$ cat src/hw/rtl/mep_pkg.sv
// Shared types, constants and helpers for the Mandelbrot escape-time pixel block.
package mep_pkg;

    localparam int DEF_COORD_BITS = 10;
    localparam int FRAC_BITS      = 28;
    localparam int CNT_W          = 8;
    localparam int GREY_W         = 5;
    localparam int CFG_ADDR_W     = 3;
    localparam int CFG_DATA_W     = 32;

    typedef logic signed [31:0] fix_t;
    typedef logic signed [64:0] wide_t;

    typedef enum logic [CFG_ADDR_W-1:0] {
        CFG_REAL_START = 3'd0,
        CFG_IMAG_TOP   = 3'd1,
        CFG_REAL_STEP  = 3'd2,
        CFG_IMAG_STEP  = 3'd3,
        CFG_MAX_ITER   = 3'd4
    } cfg_idx_t;

    localparam fix_t             RST_REAL_START = -32'sd536870912;
    localparam fix_t             RST_IMAG_TOP   = 32'sd281857229;
    localparam fix_t             RST_REAL_STEP  = 32'sd1007893;
    localparam fix_t             RST_IMAG_STEP  = 32'sd1008313;
    localparam logic [CNT_W-1:0] RST_MAX_ITER   = 8'd30;

    localparam logic [CNT_W-1:0]  GREY_FULL_CNT = 8'd20;
    localparam logic [GREY_W-1:0] GREY_FULL     = 5'd20;

    // |z|^2 escape bound, 4.0 in the working format
    localparam wide_t ESC_LIMIT = wide_t'(4) <<< FRAC_BITS;

    localparam wide_t WIDE_S32_MAX = 65'sd2147483647;
    localparam wide_t WIDE_S32_MIN = -65'sd2147483648;

    typedef struct packed {
        logic load;         // capture pixel coordinate
        logic map_mul;      // coordinate times step
        logic map_add;      // form c, seed z = c, clear count
        logic mul;          // square and cross products of z
        logic step;         // z = z^2 + c, count++
        logic mark_inside;  // ran out of iterations
        logic mark_escape;  // |z|^2 > 4 at current count
    } dp_cmd_t;

    typedef struct packed {
        logic limit_hit;    // count reached max_iterations
        logic escaped;      // |z|^2 > 4 from current products
    } dp_stat_t;

    function automatic fix_t sat32(input wide_t v);
        fix_t r;
        if (v > WIDE_S32_MAX)
            r = WIDE_S32_MAX[31:0];
        else if (v < WIDE_S32_MIN)
            r = WIDE_S32_MIN[31:0];
        else
            r = v[31:0];
        return r;
    endfunction

endpackage

$ cat src/hw/rtl/mep_ctrl.sv
// Controller: sequences mapping, iteration and result hand-off.
module mep_ctrl
    import mep_pkg::*;
(
    input  logic     clk,
    input  logic     rst_n,
    input  logic     in_valid,
    output logic     in_ready,
    input  logic     out_free,
    output logic     emit,
    output dp_cmd_t  cmd,
    input  dp_stat_t stat
);

    typedef enum logic [2:0] {
        ST_IDLE,
        ST_MAP_MUL,
        ST_MAP_ADD,
        ST_ITER_MUL,
        ST_ITER_TEST,
        ST_FINISH
    } state_t;

    state_t state_reg, state_next;

    always_comb
    begin
        state_next = state_reg;
        cmd        = '0;
        in_ready   = 1'b0;
        emit       = 1'b0;
        case (state_reg)
            ST_IDLE:
            begin
                in_ready = 1'b1;
                if (in_valid)
                begin
                    cmd.load   = 1'b1;
                    state_next = ST_MAP_MUL;
                end
            end
            ST_MAP_MUL:
            begin
                cmd.map_mul = 1'b1;
                state_next  = ST_MAP_ADD;
            end
            ST_MAP_ADD:
            begin
                cmd.map_add = 1'b1;
                state_next  = ST_ITER_MUL;
            end
            ST_ITER_MUL:
            begin
                cmd.mul = 1'b1;
                if (stat.limit_hit)
                begin
                    cmd.mark_inside = 1'b1;
                    state_next      = ST_FINISH;
                end
                else
                    state_next = ST_ITER_TEST;
            end
            ST_ITER_TEST:
            begin
                if (stat.escaped)
                begin
                    cmd.mark_escape = 1'b1;
                    state_next      = ST_FINISH;
                end
                else
                begin
                    cmd.step   = 1'b1;
                    state_next = ST_ITER_MUL;
                end
            end
            ST_FINISH:
            begin
                if (out_free)
                begin
                    emit       = 1'b1;
                    state_next = ST_IDLE;
                end
            end
            default:
                state_next = ST_IDLE;
        endcase
    end

    always_ff @(posedge clk or negedge rst_n)
    begin
        if (!rst_n)
            state_reg <= ST_IDLE;
        else
            state_reg <= state_next;
    end

    a_step_loops: assert property (@(posedge clk) disable iff (!rst_n)
        cmd.step |=> cmd.mul)
        else $error("iteration step not followed by product stage");

    a_busy_after_take: assert property (@(posedge clk) disable iff (!rst_n)
        (in_valid && in_ready) |=> !in_ready)
        else $error("ready while an item is in flight");

endmodule

$ cat config.mk
export PLATFORM = sky130hd
export DESIGN_NAME = mep_ctrl
export DESIGN_NICKNAME = d
export VERILOG_FILES = /design/src/hw/rtl/mep_pkg.sv /design/src/hw/rtl/mep_ctrl.sv
export SDC_FILE = /design/constraint.sdc
export NUM_CORES = 1
export LEC_CHECK = 0
export BUFFER_PORTS_ARGS = -buffer_cell sky130_fd_sc_hd__clkbuf_2
export CAP_MARGIN = 5
export CORE_AREA = 2 2 39 41
export CTS_CLUSTER_SIZE = 10
export DETAILED_ROUTE_END_ITERATION = 7
export DIE_AREA = 0 0 41 43
export GPL_ROUTABILITY_DRIVEN = 0
export HOLD_SLACK_MARGIN = 0.15
export PLACE_DENSITY_LB_ADDON = 0.2
export SETUP_SLACK_MARGIN = 0.2
export SYNTH_ARGS = -nofsm -noshare
export SYNTH_HDL_FRONTEND = slang
export SYNTH_SLANG_ARGS = --single-unit
$ cat constraint.sdc
create_clock -name clk -period 1.1 [get_ports clk]
set_input_delay 0.165 -clock clk [delete_from_list [all_inputs] [get_ports clk]]
set_output_delay 0.165 -clock clk [all_outputs]
set_load 0.02 [all_outputs]
Word level (Yosys, flattened, before mapping) --
Cells that the tools add are included.
Word-level totals: bits in registers 3, input port bits 6, output and inout port bits 9, logic and storage cells 29
Cells by class: eq/ne operators 7, mux-type cells 19, reductions and logical operators 2
Operators with widths (number):
- 3-bit case mux with 6 select lines | 1
- 1-bit two-way mux | 15
- 3-bit two-way mux | 3
- 3-bit by 2-bit == test with 1-bit output, second input constant | 2
- 3-bit == test, second input constant | 2
- 2-bit != test, second input constant | 2
- 3-bit by 1-bit == test with 1-bit output, second input constant | 1
- 3-bit zero test | 1
- 2-bit AND reduction | 1

Depth between registers and ports, before layout --
depth in word-level cells 3, mapped depth 3, depth with buffers taken out 2

Least setup slack after synthesis --
OpenSTA, ideal clock, no wires.
path type flip-flop to output port, start reg state_reg[0], end out cmd[6] (netlist bit), arrival time 1.378 ns, data required time 0.935 ns, path slack -0.443 ns, stages on the path, launching flop included 4, path buffers 1, cells stage by stage dfrtp_1 -> buf_4 -> nor3_1 -> and2_1
RTL lines:
- start: declaration | line mep_ctrl.sv:24 | state_t state_reg, state_next;
- start signal: assignment | line mep_ctrl.sv:94 | state_reg <= state_next;
- end: declaration | line mep_ctrl.sv:11 | output dp_cmd_t cmd,

==> qor.txt <==
Final Max Slew Viols - 0
PortBufs - 14
Crit path max-delay family - flip-flops
maximum capacitance violations - 0
Worst Max-Slew Pin Slew - 0.242 ns
max reg flops - 3
Die Height - 43 microns
critical path arrival - 1.22 ns
worst skew pair latency - 0.23 ns
DPL Wire Length - 561 microns
endpoint type of the worst setup path - output port
layout cells sized above 1 - 85.2%
antenna violations before repair - 0
sequential cell area fraction in the yosys report - 33.7%
Final period util - 126%
nets@finish - 61
Crit-path slowest cell - dfrtp_2
worst relative slew slack - 83.8%
P per Cell Area - 2920 nW/um^2
Avg Synthesized Cell Area - 9.28 sq um
VDD IR-drop max - 0.955 mV
DRT iter0 DRCs - 0
DRC violations left - 0
violated checks - setup timing
setup ws final - -0.283 ns
clock net sink count - 3
worst hold slack - 0.203 ns
FMAX - 723 MHz
clock skew - 0.00253 ns
Syn Inst Count - 24
Synth Net Count - 30
clk root buf - clkbuf_4
P_leak - 0.269 nW
CP Buf/Inv Count - 1
CP required - 0.94 ns
synthesized cell area - 223 sq um
Worst-path clk slew - 0.04 ns
final setup fails - 11
total chip power - 1.69 mW
routed len/inst - 11.4 microns
hold crit path type - in2reg
initial core utilization - 16.1%
Worst path max stage delay - 0.44 ns
FP Rows - 14
cell breakdown of the critical path - nand2b_4 > nor3b_4 > clkbuf_8
Yosys reg bits - 3
P&R area growth vs syn - 160%
ANT cells - 0
crit-path max FO - 5
largest net degree at the start of global routing - 9
# IOs - 15
vias in the first global route - 339
DRT antenna net count - 0
Final Hold Viols - 0
Horiz. Die Dim - 41 microns
drt pass-1 iters - 1
register area - 78.8 sq um
fin util - 41.9%
number of synthesis warnings - 0
Distinct cells, synth - 16
Bufs on Longest Clock Path - 2
area of the multi-input gates - 206 sq um
Core Area - 1380 sq um
CP Launch Type - flip-flop
via count - 299
Num CTS Buffers - 3
area of the die - 1760 sq um
wirelength, routed - 799 microns
Tot GR Track Use - 11.5%
fill cell total of the finished layout - 150
fin crit period - 1.38 ns
crit path kind - reg2out
grt ovf - 0
CTS tree - built
status - finished with violations
RSZ-0062 raised after global routing - true
first-pass GRT wire length - 1390 microns
vias per cell - 4.27
CTS H-tree lvls - 1
==> placed cells by master, fill, tap and decap left out <==
cell type / instances
a21boi_1: 1
and2_4: 2
and4b_2: 1
buf_2: 1
buf_4: 13
buf_6: 3
buf_8: 3
clkbuf_1: 1
clkbuf_2: 5
clkbuf_4: 3
clkbuf_8: 2
dfrtp_2: 3
dlygate4sd3_1: 1
inv_2: 1
nand2b_4: 1
nand3b_1: 1
nor2_1: 2
nor2b_4: 1
nor3_2: 1
nor3_4: 1
nor3b_2: 2
nor3b_4: 1
o31ai_2: 1
o32ai_1: 1
o32ai_4: 1
xnor2_1: 1
==> Yosys cell counts (all sizes together) <==
| cell | count | area (sq um) |
|---|---|---|
| o32ai | 2 | 17.5 |
| buf | 2 | 12.5 |
| a21boi | 1 | 7.51 |
| and4b | 1 | 10.0 |
| xnor2 | 1 | 8.76 |
| nor2 | 2 | 7.51 |
| dfrtp | 3 | 75.1 |
| and2 | 2 | 12.5 |
| nor2b | 1 | 6.26 |
| nand3b | 1 | 7.51 |
| o31ai | 1 | 7.51 |
| inv | 1 | 3.75 |
| nand2b | 1 | 13.8 |
| nor3b | 3 | 22.5 |
| nor3 | 2 | 10.0 |
==> cell families after synthesis <==
| kind of cell | synth area share (%) |
|---|---|
| buffers and inverters | 7.30 |
| DFF | 33.7 |
| xor gates and xnor gates | 3.93 |
| AOI/OAI and AO/OA | 14.6 |
| and+or+nand+nor | 40.5 |
==> cell type report <==
cell class / count / area share [%]
Timing Repair Buffer: 28 / 42.1
Clock buffer: 4 / 4.54
Multi-Input combinational cell: 18 / 35.6
Sequential cell: 3 / 13.6
Inverter: 1 / 0.648
Tap cell: 16 / 3.46
==> stage by stage <==
| step | setup WS (ns) | setup TNS, ns | cell area [sq um] | instances |
|---|---|---|---|---|
| after floorplan | -0.0686 | -0.0919 | 279 | 24 |
| after global placement | -0.0806 | -0.397 | 403 | 59 |
| after detailed placement | -0.101 | -0.460 | 403 | 59 |
| after CTS | -0.300 | -2.29 | 538 | 68 |
| after global routing | -0.347 | -2.90 | 579 | 70 |
| final | -0.283 | -2.26 | 579 | 70 |
==> layer usage <==
layer	track usage, %	vias to the layer above	wire [microns]
met5	0	-	0
met4	4.00	0	0
met3	5.76	0	61
met2	16.9	8	460
met1	14.0	144	277
li1	-	147	-
==> final timing paths <==
kind | from | to | slack [ns] | cells after the start
min in group asynchronous | rst_n | state_reg[1] | 0.27 | 2
min | stat[0] | state_reg[1] | 0.20 | 2
min reg2reg | state_reg[2] | state_reg[1] | 0.63 | 1
max | state_reg[1] | cmd[0] | -0.28 | 3
max reg2reg | state_reg[1] | state_reg[1] | -0.14 | 4
max in group asynchronous | rst_n | state_reg[2] | 0.71 | 2
==> report_power, final <==
group	internal, mW	leakage [nW]	switching [mW]
registers	0.174	0.0336	0.127
clock network	0.136	0.0150	0.0543
logic	0.720	0.220	0.478
total	1.03	0.269	0.659
==> timing repair <==
| action | in CTS | in global routing |
|---|---|---|
| setup buffers | 4 | 2 |
| hold buffers | 1 | 0 |
| hold endpoints to repair | 3 | 0 |
| pin swaps | 1 | 3 |
| resized for setup | 19 | 11 |
| setup endpoints to repair | 12 | 12 |
No activity file was read; power rests on OpenSTA's default activity.
